===== config.mk =====
export PLATFORM = sky130hd
export DESIGN_NAME = pgcbf_cfg_regs
export DESIGN_NICKNAME = d
export VERILOG_FILES = /design/src/rtl/pgcbf_pkg.sv /design/src/rtl/pgcbf_cfg_regs.sv
export SDC_FILE = /design/constraint.sdc
export NUM_CORES = 1
export LEC_CHECK = 0
export ABC_CLOCK_PERIOD_IN_PS = 1000
export BUFFER_PORTS_ARGS = -buffer_cell sky130_fd_sc_hd__buf_2
export CORE_MARGIN = 8
export CORE_UTILIZATION = 40
export CTS_BUF_LIST = sky130_fd_sc_hd__clkbuf_8
export CTS_CLUSTER_DIAMETER = 120
export DETAILED_ROUTE_END_ITERATION = 6
export GPL_TIMING_DRIVEN = 0
export PLACE_DENSITY = 0.7
export SYNTH_ARGS = -nofsm -noshare
export SYNTH_HDL_FRONTEND = slang
export SYNTH_SLANG_ARGS = --single-unit

===== constraint.sdc =====
create_clock -name clk -period 1 [get_ports clk]
set_input_delay 0.05 -clock clk [delete_from_list [all_inputs] [get_ports clk]]
set_output_delay 0.05 -clock clk [all_outputs]
set_load 0.005 [all_outputs]

===== src/rtl/pgcbf_pkg.sv =====
`default_nettype none
// ----------------------------------------------------------------------------
// pgcbf_pkg: shared types and constants of the per-gate biquad cascade
// Field widths, fixed-point formats, coefficient and history word layouts,
// and the register index codes of the configuration port.
// ----------------------------------------------------------------------------
package pgcbf_pkg;

  // Gate count and the history store depth derived from it.
  localparam int MAX_GATES = 1024;
  localparam int SLOTS     = 2 * MAX_GATES;
  localparam int ADDR_W    = $clog2(SLOTS);

  // Field and arithmetic widths.
  localparam int SLOT_W = 11;
  localparam int SAMP_W = 16;
  localparam int COEF_W = 18;
  localparam int VAL_W  = 32;
  localparam int ACC_W  = 54;
  localparam int FF_W   = 3 * COEF_W;
  localparam int FB_W   = 2 * COEF_W;

  // Configuration port.
  localparam int CFG_IDX_W  = 3;
  localparam int CFG_DATA_W = FF_W;

  // Result queue that decouples the pipeline from the output handshake.
  localparam int FIFO_DEPTH = 16;
  localparam int FIFO_AW    = $clog2(FIFO_DEPTH);
  localparam int CNT_W      = $clog2(FIFO_DEPTH + 1);

  // Register index codes.
  typedef enum logic [CFG_IDX_W-1:0] {
    CFG_S1_FF = 3'd0,
    CFG_S1_FB = 3'd1,
    CFG_S2_FF = 3'd2,
    CFG_S2_FB = 3'd3
  } cfg_idx_t;

  // Coefficients of both sections, signed Q2.16.
  typedef struct packed {
    logic signed [COEF_W-1:0] s1_b0;
    logic signed [COEF_W-1:0] s1_b1;
    logic signed [COEF_W-1:0] s1_b2;
    logic signed [COEF_W-1:0] s1_a1;
    logic signed [COEF_W-1:0] s1_a2;
    logic signed [COEF_W-1:0] s2_b0;
    logic signed [COEF_W-1:0] s2_b1;
    logic signed [COEF_W-1:0] s2_b2;
    logic signed [COEF_W-1:0] s2_a1;
    logic signed [COEF_W-1:0] s2_a2;
  } coef_t;

  // One history word per slot; x1 sits in the lowest bits.
  typedef struct packed {
    logic signed [VAL_W-1:0]  q2;
    logic signed [VAL_W-1:0]  q1;
    logic signed [VAL_W-1:0]  p2;
    logic signed [VAL_W-1:0]  p1;
    logic signed [SAMP_W-1:0] x2;
    logic signed [SAMP_W-1:0] x1;
  } hist_t;

  // One result beat.
  typedef struct packed {
    logic [SLOT_W-1:0]        slot;
    logic signed [SAMP_W-1:0] filtered;
    logic                     saturated;
  } res_t;

  // Status from the datapath to the input handshake.
  typedef struct packed {
    logic clearing;
    logic hazard;
  } dp_status_t;

endpackage
`default_nettype wire


===== src/rtl/pgcbf_cfg_regs.sv =====
`default_nettype none
// ----------------------------------------------------------------------------
// pgcbf_cfg_regs: coefficient registers
// Holds the four packed coefficient registers and presents them unpacked.
// ----------------------------------------------------------------------------
module pgcbf_cfg_regs
  import pgcbf_pkg::*;
(
  input  wire logic                  clk,
  input  wire logic                  rst_n,
  input  wire logic                  wr_en,
  input  wire logic [CFG_IDX_W-1:0]  wr_index,
  input  wire logic [CFG_DATA_W-1:0] wr_data,
  output coef_t                      coef
);

  logic [FF_W-1:0] s1_ff_r;
  logic [FB_W-1:0] s1_fb_r;
  logic [FF_W-1:0] s2_ff_r;
  logic [FB_W-1:0] s2_fb_r;

  // Register writes; an unknown index is dropped.
  always_ff @(posedge clk) begin
    if (!rst_n) begin
      s1_ff_r <= FF_W'(65536);
      s1_fb_r <= '0;
      s2_ff_r <= FF_W'(65536);
      s2_fb_r <= '0;
    end else if (wr_en) begin
      unique case (cfg_idx_t'(wr_index))
        CFG_S1_FF: s1_ff_r <= wr_data[FF_W-1:0];
        CFG_S1_FB: s1_fb_r <= wr_data[FB_W-1:0];
        CFG_S2_FF: s2_ff_r <= wr_data[FF_W-1:0];
        CFG_S2_FB: s2_fb_r <= wr_data[FB_W-1:0];
        default: begin
        end
      endcase
    end
  end

  // Unpack the coefficient fields, lowest field first.
  assign coef.s1_b0 = s1_ff_r[COEF_W-1:0];
  assign coef.s1_b1 = s1_ff_r[2*COEF_W-1:COEF_W];
  assign coef.s1_b2 = s1_ff_r[3*COEF_W-1:2*COEF_W];
  assign coef.s1_a1 = s1_fb_r[COEF_W-1:0];
  assign coef.s1_a2 = s1_fb_r[2*COEF_W-1:COEF_W];
  assign coef.s2_b0 = s2_ff_r[COEF_W-1:0];
  assign coef.s2_b1 = s2_ff_r[2*COEF_W-1:COEF_W];
  assign coef.s2_b2 = s2_ff_r[3*COEF_W-1:2*COEF_W];
  assign coef.s2_a1 = s2_fb_r[COEF_W-1:0];
  assign coef.s2_a2 = s2_fb_r[2*COEF_W-1:COEF_W];

endmodule
`default_nettype wire


Yosys cells after proc, flatten, opt, wreduce, memory -nomap -nowiden
Index checks and enable logic that the tools add are counted.
{"block": "word_totals", "elab_cells": 12, "in_bits": 60, "register_bits": 180}
{"block": "classes", "reduce_logical": 5, "n_eq_ne": 3}
{"op": "$reduce_and A2 Y1", "count": 4}
{"op": "$eq A3 B2 Y1 const B", "count": 2}
{"op": "$eq A3 B1 Y1 const B", "count": 1}
{"op": "$logic_not A3 Y1", "count": 1}

Depth between registers and ports, before layout
{"block": "logic_depth", "word_depth": 2, "mapped_depth": 5, "mapped_depth_nobuf": 2}

Worst setup path after synthesis
No wires, ideal clock.
{"block": "synth_path", "path_type": "input to register", "start": "in wr_index[1]", "end": "reg s1_ff_r[10]", "setup_time_ns": 0.072, "path_slack_ns": 0.103, "t_arrival_ns": 0.825, "n_path_buf": 2, "path_stages": 4, "cell_sequence": "nor4b_4 > buf_6 > buf_12 > mux2i_1"}
{"block": "synth_via", "elab_chain_len": 2}
{"item": "start: declaration", "line": "pgcbf_cfg_regs.sv:12", "text": "input wire logic [CFG_IDX_W-1:0] wr_index,"}
{"item": "$logic_not A3 Y1", "line": "pgcbf_cfg_regs.sv:30", "text": "unique case (cfg_idx_t'(wr_index))"}
{"item": "$reduce_and A2 Y1 (no line)"}
{"item": "end signal: assignment", "line": "pgcbf_cfg_regs.sv:31", "text": "CFG_S1_FF: s1_ff_r <= wr_data[FF_W-1:0];"}
{"item": "end: declaration", "line": "pgcbf_cfg_regs.sv:17", "text": "logic [FF_W-1:0] s1_ff_r;"}
No other way between the ends.
A chain may end at the register's enable or synchronous reset.

Worst setup path in the final report
{"block": "layout_path", "start": "reg s2_ff_r[14]", "end": "out coef[86] in the netlist's numbering"}
{"item": "start: declaration", "line": "pgcbf_cfg_regs.sv:19", "text": "logic [FF_W-1:0] s2_ff_r;"}
{"item": "start signal: assignment", "line": "pgcbf_cfg_regs.sv:33", "text": "CFG_S2_FF: s2_ff_r <= wr_data[FF_W-1:0];"}
{"item": "end: declaration", "line": "pgcbf_cfg_regs.sv:14", "text": "output coef_t coef"}
No word-level cell between the ends.

==> qor.yml <==
status: "finished, final reports clean"
synthArstFlopShare: 0
cap_violations: 0
syn_avg_cell_area_um2: 10.43
end_kind: "primary output"
placedInstanceArea_um2: 8194
r2r_start: "s1_fb_r[31]"
crit_type: "flip-flop to primary output"
synth_warnings: 0
initial_core_util: 0.4071
cp_slowest_stage_delay_ns: 0.36
vias: 5828
gp_congestion: 0.7538
slew_headroom: 0.5982
drt-pass1-iter-count: 4
drt_wl_total_um: 22980
final_core_util: 0.6353
drtAntennaViolNets: 0
ir_drop_uv: 786.8
synthDistinctLibCells: 13
sw_frac_of_total: 0.2504
clkTransAtPathRegs_ns: 0.10
htreeDepth: 4
cts_tree: "yes"
final_area_um2: 10500
reg2reg_to: "s1_fb_r[31]"
fin_cells: 1209
antenna_found_initial: 0
crit_family: "flip-flops"
p_switching_uw: 3563
fmax_mhz: 1016
drcViolationCount: 0
syn_area_um2: 6728
hold_start: "wr_index[2]"
grt_usage: 0.1911
p_int_uw: 10670
synthTopCellsByCount: "nand2_1, dfxtp_1, mux2i_1"
synthCells: 645
port_buffers: 238
hold_depth: 4
row_count: 47
post-route-min-period_ns: 0.9842
cts_buffer_depth: 2
wl_per_cell_um: 19.01
arrival_ns: 0.93
dp_hpwl_um: 14400
holdPathEnd: "s1_ff_r[46]"
critPathSlowestCell: "dfxtp_2"
fp.dieW_um: 145.7
yosysMostFrequentCell: "nand2_1"
required_ns: 0.95
area_growth_pct: 56.04
drtIter0Drc: 211
dp_cells: 1103
pwr-share-comb: 0.099
drive_gt1_frac: 0.5137
clock_power_share: 0.377
synthFlopType: "dfxtp_1"
grt_pass1_wl_um: 32420
seqPwrFrac: 0.525
core_area_um2: 16520
startpoint_type: "flip-flop"
antenna_cells: 0
numCtsBuffers: 17
io_pins: 240
cts_root_buffer: "clkbuf_8"
rsz0062_at_grt: "true"
finalCritPeriodShare: 0.9842
ys_top_cells_by_area: "dfxtp_1, mux2i_1, nand2_1, buf_6, buf_12"
layout.nets: 1036
synth_top_area_cell: "dfxtp_1"
synth_edf_count: 0
grt_pass1_vias: 5896
yosys_register_bits: 180
setup_viol: 0
viasPerCell: 4.821
hp-class: "primary input to flip-flop"
r2r_setup_slack_ns: 0.18
hold_viol_final: 0
worst-path-buf-inv: 1
clk_latency_ns: 0.47
reg2reg_depth: 4
yosysTopAreaCellShare: 0.5356
crit_chain: "buf_6"
die_area_um2: 21230
seq_area_frac_synth: 0.5356
skew_ns: 0
cts.sinks: 180
p_per_area_nw_per_um2: 1356
p_leak_uw: 0.005204
worst_slew_pin_slew_ns: 0.6027
path_max_fanout: 2
grt_max_degree: 17
slew_viol_final: 0
syn_nets: 705
die_height_um: 145.7
grt_overflow: 0
## power by group through the flow
stage,logic [uW],clock network (uW),registers [uW]
5_1_grt,1500,5760,7480
3_5_place_dp,1050,0,7560
3_3_place_gp,1040,0,7560
6_report,1410,5360,7460
4_1_cts,1250,5470,7420
2_1_floorplan,541,0,7580
## worst max path at each step
stage / from / to / depth (start not counted)
2_1_floorplan: wr_index[1] / s1_ff_r[10] / 4
3_5_place_dp: rst_n / s1_ff_r[29] / 4
4_1_cts: s2_fb_r[8] / coef[26] / 1
6_report: s2_ff_r[14] / coef[86] / 1
3_3_place_gp: rst_n / s1_ff_r[29] / 4
5_1_grt: s2_ff_r[18] / coef[54] / 1
## stage by stage
stage	total power, uW	hold slack, ns	TNS [ns]	worst slack (ns)
finish	14230	0.1116	0	0.01583
CTS	14140	0.08092	-0.02621	-0.01176
floorplan	8119	0.2110	0	0.1029
detailed placement	8612	0.3279	-30.97	-0.2256
global route	14740	0.08941	-2.119	-0.03982
global placement	8599	0.3286	-28.48	-0.2355
## timing repair
action	in CTS	in global routing
setup endpoints to repair	122	180
hold buffers	54	0
gates resized for setup	151	183
setup buffers	4	16
endpoints found under the hold margin	180	0
## layout by cell type (no fill, tap or decap)
cell	count
inv_1	1
clkbuf_1	7
nand2_1	232
inv_6	3
nand4b_1	1
clkinv_4	1
buf_6	166
bufinv_16	3
nand4bb_1	2
nor4b_4	1
mux2i_1	180
clkinvlp_4	2
buf_1	1
buf_2	102
buf_4	23
dlygate4sd3_1	54
clkbuf_8	18
buf_12	5
clkinv_2	2
inv_8	2
nor2b_1	3
dfxtp_2	180
## cells by family after synthesis
| kind of cell | Yosys count | synth area share |
|---|---|---|
| and+or+nand+nor | 239 | 0.1404 |
| DFF | 180 | 0.5356 |
| buffers and inverters | 46 | 0.05617 |
| muxes | 180 | 0.2678 |
## layer usage
layer / global-route usage / part of all wire
met1: 0.2194 / 0.40
met2: 0.3181 / 0.51
met3: 0.06748 / 0.060
met4: 0.07756 / 0.024
met5: 0 / 0
## layout make-up
| class | count | area [um2] |
|---|---|---|
| Multi-Input combinational cell | 419 | 2746 |
| Timing Repair Buffer | 312 | 2845 |
| Clock inverter | 14 | 176.4 |
| Sequential cell | 180 | 3829 |
| Clock buffer | 18 | 247.7 |
| Fill cell | 1292 | 6027 |
| Tap cell | 220 | 275.3 |
| Buffer | 46 | 377.9 |
## sequential cells by signal, indices dropped and copies added (netlist names)
register / count
s1_ff_r: 54
s2_ff_r: 54
s1_fb_r: 36
s2_fb_r: 36
No activity file was read; power rests on OpenSTA's default activity.
