**config.mk**
```make
export PLATFORM = sky130hd
export DESIGN_NAME = pgcbf_out_fifo
export DESIGN_NICKNAME = d
export VERILOG_FILES = /design/src/rtl/pgcbf_pkg.sv /design/src/rtl/pgcbf_out_fifo.sv
export SDC_FILE = /design/constraint.sdc
export NUM_CORES = 1
export LEC_CHECK = 0
export ABC_CLOCK_PERIOD_IN_PS = 5700
export BUFFER_PORTS_ARGS = -buffer_cell sky130_fd_sc_hd__buf_2
export CORE_AREA = 5 5 193 214
export DETAILED_ROUTE_END_ITERATION = 8
export DIE_AREA = 0 0 198 219
export PLACE_DENSITY_LB_ADDON = 0.2
export SYNTH_ARGS = -nofsm -noshare
export SYNTH_HDL_FRONTEND = slang
export SYNTH_SLANG_ARGS = --single-unit
```
**constraint.sdc**
```tcl
create_clock -name clk -period 5.7 [get_ports clk]
set_input_delay 1.14 -clock clk [delete_from_list [all_inputs] [get_ports clk]]
set_output_delay 1.14 -clock clk [all_outputs]
set_load 0.02 [all_outputs]
```
**src/rtl/pgcbf_pkg.sv**
```systemverilog
`default_nettype none
// ----------------------------------------------------------------------------
// pgcbf_pkg: shared types and constants of the per-gate biquad cascade
// Field widths, fixed-point formats, coefficient and history word layouts,
// and the register index codes of the configuration port.
// ----------------------------------------------------------------------------
package pgcbf_pkg;

  // Gate count and the history store depth derived from it.
  localparam int MAX_GATES = 1024;
  localparam int SLOTS     = 2 * MAX_GATES;
  localparam int ADDR_W    = $clog2(SLOTS);

  // Field and arithmetic widths.
  localparam int SLOT_W = 11;
  localparam int SAMP_W = 16;
  localparam int COEF_W = 18;
  localparam int VAL_W  = 32;
  localparam int ACC_W  = 54;
  localparam int FF_W   = 3 * COEF_W;
  localparam int FB_W   = 2 * COEF_W;

  // Configuration port.
  localparam int CFG_IDX_W  = 3;
  localparam int CFG_DATA_W = FF_W;

  // Result queue that decouples the pipeline from the output handshake.
  localparam int FIFO_DEPTH = 16;
  localparam int FIFO_AW    = $clog2(FIFO_DEPTH);
  localparam int CNT_W      = $clog2(FIFO_DEPTH + 1);

  // Register index codes.
  typedef enum logic [CFG_IDX_W-1:0] {
    CFG_S1_FF = 3'd0,
    CFG_S1_FB = 3'd1,
    CFG_S2_FF = 3'd2,
    CFG_S2_FB = 3'd3
  } cfg_idx_t;

  // Coefficients of both sections, signed Q2.16.
  typedef struct packed {
    logic signed [COEF_W-1:0] s1_b0;
    logic signed [COEF_W-1:0] s1_b1;
    logic signed [COEF_W-1:0] s1_b2;
    logic signed [COEF_W-1:0] s1_a1;
    logic signed [COEF_W-1:0] s1_a2;
    logic signed [COEF_W-1:0] s2_b0;
    logic signed [COEF_W-1:0] s2_b1;
    logic signed [COEF_W-1:0] s2_b2;
    logic signed [COEF_W-1:0] s2_a1;
    logic signed [COEF_W-1:0] s2_a2;
  } coef_t;

  // One history word per slot; x1 sits in the lowest bits.
  typedef struct packed {
    logic signed [VAL_W-1:0]  q2;
    logic signed [VAL_W-1:0]  q1;
    logic signed [VAL_W-1:0]  p2;
    logic signed [VAL_W-1:0]  p1;
    logic signed [SAMP_W-1:0] x2;
    logic signed [SAMP_W-1:0] x1;
  } hist_t;

  // One result beat.
  typedef struct packed {
    logic [SLOT_W-1:0]        slot;
    logic signed [SAMP_W-1:0] filtered;
    logic                     saturated;
  } res_t;

  // Status from the datapath to the input handshake.
  typedef struct packed {
    logic clearing;
    logic hazard;
  } dp_status_t;

endpackage
`default_nettype wire

```
**src/rtl/pgcbf_out_fifo.sv**
```systemverilog
`default_nettype none
// ----------------------------------------------------------------------------
// pgcbf_out_fifo: result queue
// Holds finished results until the output side takes them. The head beat
// is shown directly and stays fixed while the output is stalled.
// ----------------------------------------------------------------------------
module pgcbf_out_fifo
  import pgcbf_pkg::*;
(
  input  wire logic clk,
  input  wire logic rst_n,
  input  wire logic push,
  input  wire res_t push_data,
  input  wire logic pop,
  output logic      head_valid,
  output res_t      head
);

  res_t               store [FIFO_DEPTH];
  logic [FIFO_AW:0]   wr_ptr_r;
  logic [FIFO_AW:0]   rd_ptr_r;

  // Pointers carry one extra bit to tell full from empty.
  always_ff @(posedge clk) begin
    if (!rst_n) begin
      wr_ptr_r <= '0;
      rd_ptr_r <= '0;
    end else begin
      if (push) begin
        wr_ptr_r <= wr_ptr_r + (FIFO_AW + 1)'(1);
      end
      if (pop) begin
        rd_ptr_r <= rd_ptr_r + (FIFO_AW + 1)'(1);
      end
    end
  end

  // Entry storage.
  always_ff @(posedge clk) begin
    if (push) begin
      store[wr_ptr_r[FIFO_AW-1:0]] <= push_data;
    end
  end

  assign head_valid = (wr_ptr_r != rd_ptr_r);
  assign head       = store[rd_ptr_r[FIFO_AW-1:0]];

endmodule
`default_nettype wire

```
# Word-level counts from Yosys, hierarchy flattened
# Memories as Yosys holds them, arrays and structs flattened. A register that Yosys moved wholly into a read port is not among the register bits.
# Cells that the tools add are included.
# classes
mux	4
bitwise_logic	0
n_div	0
mul	0
reduce_logical	0
eq_ne	1
shift	0
magnitude_cmp	0
add_sub_neg	2
# ops
cell	count
$add 5x1->5 const B	2
$mux 4	2
$ne 5x5->1	1
$mux 1	2
# word_totals
ram_bits	448
word_cells	10
ff_bits	10
latch_bits	0
memories	1
rom_bits	0
in_bits	32
# mem_list
name	words	width	rd	rd_clocked_by_memory_dff	write_ports	line_no	source
store	16	28	1	1	1	pgcbf_out_fifo.sv:19	res_t store [FIFO_DEPTH];

# Longest topological paths before layout
# Gate-level depths: netlist of the first run.
# depth
ltp_word	3
ltp_mapped	6

# Least setup slack after synthesis of the first run
# Ideal clock, no wire load.
# synth_path
path_type	input to register
startpoint	input push
endpoint	memory store[3][0] (netlist bit), enable pin
setup_slack_ps	2874
t_arrival_ps	2439
setup_ps	387
cell_stages	3
cell_sequence	clkbuf_1 > nor3b_1 > and2_1
# synth_between
elab_chain_len	2
# synth_rtl
element	line_no	source
start, declared	pgcbf_out_fifo.sv:12	input wire logic push,
$mux 1	pgcbf_out_fifo.sv:40	if (push) begin
$mux 1 (implied by the code)	pgcbf_out_fifo.sv:41	store[wr_ptr_r[FIFO_AW-1:0]] <= push_data;
end, declared	pgcbf_out_fifo.sv:19	
# Every way passes these cells.

==> results of run 1 <==
[through the flow]
| stage | setup slack (ps) | area (µm²) | hold slack, ps | power (mW) |
|---|---|---|---|---|
| 2_1_floorplan | 2870 | 17600 | 547 | 4.21 |
| 3_3_place_gp | 1990 | 18400 | 569 | 4.34 |
| 3_5_place_dp | 1920 | 18400 | 590 | 4.36 |
| 4_1_cts | 1330 | 19700 | 613 | 7.02 |
| 5_1_grt | 1160 | 19700 | 633 | 7.21 |
| 6_report | 1430 | 19700 | 603 | 6.95 |
[layout make-up]
class | count | area (µm²)
repair buffers | 78 | 448
multi-input cells | 260 | 3600
clock inverters | 23 | 135
fillers | 3056 | 19100
clock buffers | 58 | 1170
flip-flops and latches | 462 | 13700
inverters | 3 | 11.3
well taps | 507 | 634
[report_power, final]
group	internal, mW	switching (mW)
clock	1.50	1.17
sequential	3.77	0.0450
combinational	0.211	0.249
total	5.48	1.47
[per-layer routing]
| metal | up-vias | track usage (%) |
|---|---|---|
| li1 | 3408 | - |
| met1 | 4359 | 25.1 |
| met2 | 236 | 30.4 |
| met3 | 61 | 2.66 |
| met4 | 0 | 4.66 |
| met5 | - | 0 |
[cell usage in the layout (no fill, tap or decap), drive strengths merged, types with 2 or more instances in the layout]
master	n
edfxtp	448
mux4	112
buf	78
clkbuf	58
a22oi	56
nand2	31
and2	25
clkinv	20
dfxtp	14
xnor2	8
ha	6
xor2	5
nand4	4
inv	4
nor2b	4
mux2i	2
nor2	2
[kinds of logic (layout without fill, tap and decap cells)]
logic type	Yosys count	in the layout
AOI/OAI and AO/OA	56	56
xor gates and xnor gates	13	13
adders and majority gates	6	6
buffers and inverters	43	162
DFF	462	462
muxes	114	114
and+or+nand+nor	71	71
[how the worst max path moves through the flow]
| stage | to | slack (ps) | depth (start not counted) |
|---|---|---|---|
| after CTS | head[2] | 1330 | 5 |
| after floorplan | store[3][0] | 2870 | 3 |
| after global placement | head[6] | 1990 | 5 |
| after detailed placement | head[2] | 1920 | 5 |
| after global routing | head[2] | 1160 | 5 |
| final | head[2] | 1430 | 5 |
[worst max-delay path, cell delays in order, from the launching register on]
cell	delay [ps]
dfxtp_4	810
buf_4	600
mux4_2	580
a22oi_1	250
nand2_1	130
buf_2	180
[registers in the layout (all words and copies together), names as in the netlist, named ones only]
signal,flops
wr_ptr_r,5
rd_ptr_r,5
store,448
==> results by group, run 1 <==
Route
  – Uppermost layer routed: met4
  – Pre-antenna DRT Iters: 5
  – Via/cell ratio: around 5.8
  – Antenna Nets Post-Route: 0
  – Detailed Route Iter0 Violations: 689
  – DR WL met3: between 1500 and 2000 µm
  – Met2 routed WL: 19,700 µm
  – DR vias: around 8,100
  – WL per Instance: 27.7 µm
  – Routed WL: 38,600 µm
  – Met1 wire length: between 15,000 and 20,000 µm
  – DRC violations left: 0

Clock tree
  – Total CTS buffers: 45
  – Hold-fix buffers, CTS: 0
  – CTS tree: done
  – H-tree levels: 2
  – Resized cells post-CTS: 0
  – CTS Sinks: 462
  – # Post-CTS Setup Buffers: 0
  – Worst-case clock buffer depth: 3
  – CTS clock-pin slew for the worst setup and hold paths: 60 ps
  – Clock root cell: clkbuf_16
  – Worst-Skew Late Latency: about 540 ps

Worst setup path
  – Crit path DAT: between 3000 and 4000 ps
  – R2R depth: 3
  – Crit. End Element: output pin
  – Critical Path RT: 4560 ps
  – Reg-to-Reg End: store[2][15]
  – Worst reg2reg setup slack: between 3000 and 4000 ps
  – Critical path startpoint category: register
  – Worst-path fanout max: 35
  – R2R Path Start: wr_ptr_r[2]
  – Kind of critical path: reg -> out

Timing
  – Final Slew Violations: 0
  – Clk_skew: 9.04 ps
  – Period utilization: around three quarters
  – RSZ-0062 raised after global routing: false
  – Final Hold Fails: 0
  – Sum Neg Setup Slack: 0 ps
  – Worst Tran Pin Value: 1180 ps
  – Minimum clock period: 4270 ps
  – Max Clk Rate: 234 MHz
  – Endpoints failing setup: 0
  – Worst rel slew slack: 21.2%

Die
  – Die X-Extent: about 200 µm
  – Row count: 76
  – Core Area: 38,800 µm²
  – Io pins: around 60
  – Die height: 219 µm
  – Die area: 43,400 µm²
  – Initial core utilization: 45.4%

Yosys
  – Post-synth EDFFs: 448
  – Synth cell types: 27
  – Post-Synth Adder-Cell Area: 0.426%
  – Dominant synthesized flop cell: edfxtp_1
  – Largest cells by area after synthesis: edfxtp_1, mux4_2, a22oi_1, mux4_1, dfxtp_1
  – Syn_area_per_cell: 23.0 µm²
  – Share of the synthesized area in the top cell type: 76.4%
  – Synth area leader: edfxtp_1
  – Mapped Cells: 765
  – Post-synth design cell area: 17,600 µm²
  – Register area share after synthesis: 78.0%
  – XOR/XNOR Fraction of Synth Area: 0.647%
  – Syn nets: 803
  – Post-synthesis mux area share: 14.8%
  – Top post-synthesis cells by count: edfxtp_1, mux4_2, a22oi_1
  – Synth Area in Compound Gates: under 10%
  – Register bit count reported by yosys: ~460
  – Largest family of logic cells by synthesized area: multiplexers
  – Post-synthesis async set-or-reset flop share: 0%
  – Post-Synth Simple-Gate Area: 2.06%
  – Most numerous cell in the Yosys netlist: edfxtp_1
  – Synth warn: 0

Min path
  – HP Class: reg -> reg
  – Hold_sp: wr_ptr_r[4]
  – Hold path endpoint: wr_ptr_r[4]
  – Hold path depth: 2

Place
  – RD Place Congestion: 0.703
  – Placed cell count: 1,310
  – Port Buffers: 60
  – Hpwl dp: 19,300 µm

Global routing
  – GRT Total Usage: between 10% and 20%
  – Grt ovf: 0
  – First-pass GRT wire length: 56,800 µm
  – Vias in the first global route: between 8,000 and 9,000
  – Largest net degree at the start of global routing: 63
  – Initial antenna violation count: 0

Finish
  – Final Util: roughly half
  – Final nets: 888
  – Layout area overhead: 12.1%
  – Share of cells above drive strength 1: 28.7%
  – # diodes: 0
  – Finished Layout Cells: 1,391

Power and ir drop
  – Pleak: 6.25 nW
  – Cell Pwr Density: 352 nW/µm²
  – Worst vdd ir: 0.000228 V

Outcome
  – Status: finished, final reports clean

Run
  – Max-cap violations: 0
(Power assumes the default switching activity.)
==> run 2: changes to the inputs <==
Settings changed: ABC_AREA set to 1, ABC_CLOCK_PERIOD_IN_PS 5700 to 4150, CORE_AREA 5 5 193 214 to 5 5 204 226, DIE_AREA 0 0 198 219 to 0 0 209 231.
Clock period 5.7 ns to 4.15 ns, I/O delays scaled along.
==> results by group, run 2 <==
Finish
  – Leading cell types in the layout, fill and taps excluded: nand2_1, edfxtp_1, inv_1
  – Layout area overhead: 12.1%
  – Share of cells above drive strength 1: around 9.1%
  – Final nets: between 1,500 and 2,000
  – Finished Layout Cells: 2,558
  – Most common cell after layout, fill and taps aside: nand2_1
  – Largest register FFs: 448
  – Layout fillers: 3,974

Power and ir drop
  – Cell Pwr Density: 449 nW/µm²
  – Worst vdd ir: roughly 0.00035 V
  – Pleak: 9.36 nW

Worst setup path
  – Most frequent CP cell: nand3_1
  – CP peak stage delay: 470 ps
  – Worst reg2reg setup slack: 1790 ps
  – Worst-path fanout max: 224
  – Critical path startpoint category: register
  – Crit path max-delay cell type: buf_12
  – Reg-to-Reg End: store[6][16]
  – Crit. End Element: output pin
  – R2R depth: 5
  – Crit path cell chain: buf_12 -> nand2_1 -> nand3_1 -> nand3_1 -> nand3_1 -> nand2_1 -> buf_2
  – Crit path buf inv count: 2
  – Kind of critical path: reg -> out
  – Crit path DAT: ~2800 ps
  – Critical Path RT: ~3300 ps
  – R2R Path Start: wr_ptr_r[0]
  – Critical path's top delay family: buffers and inverters

Global routing
  – GRT Total Usage: 19.6%
  – Grt ovf: 0
  – Largest net degree at the start of global routing: 225
  – Vias in the first global route: 12,700
  – First-pass GRT wire length: 73,300 µm
  – Initial antenna violation count: 1

Timing
  – Worst Tran Pin Value: 1530 ps
  – Final Slew Violations: 44
  – Sum Neg Setup Slack: 0 ps
  – Max Clk Rate: roughly 270 MHz
  – Period utilization: 88.0%
  – RSZ-0062 raised after global routing: false
  – Clk_skew: 14.5 ps
  – Endpoints failing setup: 0
  – Final Hold Fails: 0
  – Minimum clock period: 3650 ps
  – Worst rel slew slack: -2.16%

Clock tree
  – Worst-Skew Late Latency: around 580 ps
  – Resized cells post-CTS: 0
  – H-tree levels: 2
  – Clock root cell: clkbuf_16
  – Total CTS buffers: 47
  – Hold-fix buffers, CTS: 0
  – CTS clock-pin slew for the worst setup and hold paths: 60 ps
  – CTS tree: done
  – # Post-CTS Setup Buffers: 0
  – Worst-case clock buffer depth: 3
  – CTS Sinks: 462

Yosys
  – Synth area leader: edfxtp_1
  – Syn_area_per_cell: 10.4 µm²
  – Post-synthesis async set-or-reset flop share: 0%
  – Share of the synthesized area in the top cell type: 68.0%
  – Dominant synthesized flop cell: edfxtp_1
  – Register area share after synthesis: 69.4%
  – Register bit count reported by yosys: 462
  – Synth warn: 0
  – Top post-synthesis cells by count: nand2_1, edfxtp_1, inv_1
  – Largest cells by area after synthesis: edfxtp_1, nand2_1, nand3_1, inv_1, dfxtp_1
  – Synth cell types: 20
  – Syn nets: 1,933
  – Most numerous cell in the Yosys netlist: nand2_1
  – Post-synth EDFFs: 448
  – Mapped Cells: around 1,900
  – Post-synth design cell area: 19,800 µm²

Route
  – Antenna Nets Post-Route: 0
  – DR WL met3: 2230 µm
  – DRC violations left: 0
  – Routed WL: 47,300 µm
  – Met1 wire length: 20,100 µm
  – Met2 routed WL: ~24,000 µm
  – Pre-antenna DRT Iters: 5
  – Detailed Route Iter0 Violations: 886
  – DR vias: 12,800
  – Via/cell ratio: ~5
  – WL per Instance: 18.5 µm
  – Uppermost layer routed: met4

Min path
  – Hold_sp: wr_ptr_r[4]
  – Hold path depth: 1
  – Hold path endpoint: wr_ptr_r[4]
  – HP Class: reg -> reg

Place
  – Hpwl dp: 24,700 µm
  – RD Place Congestion: 0.739
  – Placed cell count: 2,475
  – Port Buffers: 60

Die
  – Die height: 231 µm
  – Initial core utilization: 45.2%
  – Row count: 81
  – Die X-Extent: 209 µm
  – Die area: 48,300 µm²
  – Core Area: 43,800 µm²
  – Io pins: 61

Outcome
  – Status: complete, but fails checks
  – Failing checks: max-slew violations

Run
  – Max-cap violations: 0
run 2: cell type report:
type | count | area [µm²] | area share [%]
Sequential cell | 462 | 13700 | 61.9
Timing Repair Buffer | 92 | 591 | 2.66
Antenna cell | 1 | 2.50 | 0.0113
Tap cell | 581 | 727 | 3.28
Multi-Input combinational cell | 993 | 4380 | 19.7
Clock buffer | 50 | 1190 | 5.35
Clock inverter | 32 | 259 | 1.17
Inverter | 347 | 1310 | 5.90
run 2: routing by layer:
layer | global-route usage [%] | up-vias
met5 | 0 | -
met4 | 5.77 | 0
met3 | 3.17 | 90
met2 | 34.4 | 334
met1 | 25.2 | 6151
li1 | - | 6221
run 2: how the worst max path moves through the flow:
stage	startpoint	to	cells after the start
6_report	register	head[5]	7
2_1_floorplan	push	store[15][0]	3
3_5_place_dp	register	head[26]	8
5_1_grt	register	head[2]	7
3_3_place_gp	register	head[11]	8
4_1_cts	register	head[26]	9
run 2: stage by stage:
stage	power, mW	hold WS (ps)	instance area [µm²]	setup WS, ps	utilization, %
after floorplan	5.77	442	19800	1410	-
after global placement	6.02	458	20700	1270	47.4
after detailed placement	6.03	464	20700	1290	47.4
after CTS	10.1	478	22200	658	50.7
after global routing	10.3	515	22200	522	50.7
final	9.97	483	22200	499	50.7
run 2: power breakdown:
part / internal, mW / leakage [nW] / switching, mW
Sequential: 5.17 / 4.16 / 0.0175
Clock: 2.31 / 0.702 / 1.73
Combinational: 0.210 / 4.50 / 0.529
run 2: kinds of logic after synthesis:
logic type,after synthesis,synth area share (%)
adders and majority gates,6,0.379
and+or+nand+nor,968,20.5
AOI/OAI and AO/OA,13,0.329
xor gates and xnor gates,6,0.266
DFF,462,69.4
buffers and inverters,440,9.12
==> run 3: changes to the inputs <==
Settings changed: CORE_AREA 5 5 204 226 to 5 5 224 248, DIE_AREA 0 0 209 231 to 0 0 229 253.
==> results by group, run 3 (synthesized netlist as in run 2, its figures left out) <==
Outcome
  – Status: finished, final reports clean

Die
  – Die X-Extent: between 200 and 250 µm
  – Core Area: 52,900 µm²
  – Row count: 89
  – Initial core utilization: between 30% and 40%
  – Die area: 57,900 µm²
  – Die height: ~250 µm
  – Io pins: 61

Route
  – DRC violations left: 0
  – Antenna Nets Post-Route: 0
  – Pre-antenna DRT Iters: 6
  – Routed WL: ~50,000 µm
  – DR vias: 12,600
  – Via/cell ratio: 4.75
  – Detailed Route Iter0 Violations: between 1,000 and 1,500
  – WL per Instance: about 18 µm

Timing
  – Worst rel slew slack: between 20% and 30%
  – Final Hold Fails: 0
  – Period utilization: 83.5%
  – Final Slew Violations: 0
  – RSZ-0062 raised after global routing: false
  – Clk_skew: roughly 9.3 ps
  – Worst Tran Pin Value: 1110 ps
  – Endpoints failing setup: 0
  – Final worst slack: 683 ps
  – Sum Neg Setup Slack: 0 ps
  – Max Clk Rate: ~290 MHz
  – Minimum clock period: between 3000 and 4000 ps

Finish
  – Layout fillers: 4,930
  – Layout area overhead: 12.7%
  – Most common cell after layout, fill and taps aside: nand2_1
  – # diodes: 0
  – Share of cells above drive strength 1: 8.70%
  – Final nets: 1,979
  – Largest register FFs: 448
  – Leading cell types in the layout, fill and taps excluded: nand2_1, edfxtp_1, inv_1

Worst setup path
  – Worst-path fanout max: 88
  – Crit path buf inv count: 3
  – Most frequent CP cell: nand2_1
  – Critical Path RT: 3320 ps
  – CP peak stage delay: ~530 ps
  – R2R depth: 5
  – R2R Path Start: wr_ptr_r[1]
  – Crit path cell chain: inv_6 -> buf_4 -> nand2_1 -> nand2_1 -> nand2_1 -> nand3_1 -> nand3_1 -> nand2_1 -> buf_2
  – Crit path max-delay cell type: inv_6
  – Critical path's top delay family: buffers and inverters
  – Worst reg2reg setup slack: 1750 ps
  – Reg-to-Reg End: store[0][8]
  – Kind of critical path: reg -> out
  – Critical path startpoint category: register
  – Crit path DAT: about 2600 ps
  – Crit. End Element: output pin

Power and ir drop
  – Worst vdd ir: 0.000242 V
  – Part of the power in registers: 52.5%
  – Total power: 9.89 mW
  – Clock network fraction of design power: 40.1%
  – Pleak: 9.34 nW
  – Sw Pwr: 2.27 mW
  – Switching Fraction: 22.9%
  – Cell Pwr Density: 443 nW/µm²
  – P_int: 7.62 mW
  – Power share of the combinational group: 7.5%

Global routing
  – Vias in the first global route: around 12,000
  – Initial antenna violation count: 2
  – GRT Total Usage: 16.6%
  – First-pass GRT wire length: 74,700 µm
  – Largest net degree at the start of global routing: 225
  – Grt ovf: 0

Run
  – Max-cap violations: 0

Clock tree
  – Total CTS buffers: 47
  – CTS tree: done
  – Clock root cell: clkbuf_16
  – # Post-CTS Setup Buffers: 0
  – Resized cells post-CTS: 0
  – H-tree levels: 2
  – Hold-fix buffers, CTS: 0
  – CTS clock-pin slew for the worst setup and hold paths: about 60 ps
  – Worst-case clock buffer depth: 3
  – CTS Sinks: 462
  – Worst-Skew Late Latency: between 500 and 600 ps

Min path
  – HP Class: reg -> reg
  – Hold path endpoint: wr_ptr_r[4]
  – Hold path depth: 1
  – Hold_sp: wr_ptr_r[4]

Place
  – RD Place Congestion: approximately 0.74
  – Hpwl dp: 25,900 µm
  – Pre-CTS setup slack: ~1200 ps
  – Port Buffers: 60
[run 3: changes by cell type in the layout (fill, tap and decap cells not counted)]
cell and delta:
buf_12 +3, buf_4 -5, bufinv_16 -3, clkbuf_1 +12, clkbuf_16 +2, clkbuf_8 +2
clkinv_1 -4, clkinv_2 -1, clkinvlp_4 -2, diode_2 -1, inv_6 -3
[run 3: routing by layer]
layer,vias up,share of wire (%),track usage (%)
li1,6203,-,-
met1,6089,45,22.5
met2,262,49,29.0
met3,63,4.3,2.21
met4,4,1.7,3.51
met5,-,0.055,0
[run 3: metrics by stage]
step                      std cells  hold WS (ps)  utilization (%)  cell area, µm²
after CTS                      2659           476             42.2           22300
after detailed placement       2574           464             39.5           20900
final                          2659           472             42.2           22300
after global routing           2659           499             42.2           22300
after global placement         2574           460             39.5           20900
after floorplan                1895           442                -           19800
[run 3: how the worst max path moves through the flow]
stage	end	slack, ps	cells past startpoint
final	head[12]	680	9
after global routing	head[0]	460	7
after CTS	head[12]	630	9
after detailed placement	head[12]	1240	9
after global placement	head[0]	1220	8
after floorplan	store[15][0]	1410	3
[run 3: power by group through the flow]
| stage | logic (mW) | clock network [mW] | registers (mW) |
|---|---|---|---|
| after floorplan | 0.488 | 0 | 5.28 |
| after global placement | 0.747 | 0 | 5.29 |
| after detailed placement | 0.752 | 0 | 5.29 |
| after CTS | 0.755 | 4.05 | 5.19 |
| after global routing | 0.827 | 4.25 | 5.19 |
| final | 0.739 | 3.96 | 5.19 |
[run 3: cell type report]
type	instances	area, µm²	area share [%]
inverter	347	1310	5.87
tap	682	853	3.82
sequential	462	13700	61.6
clock inverter	19	108	0.482
timing repair buffer	90	613	2.75
clock buffer	66	1310	5.87
multi-input combinational	993	4380	19.6
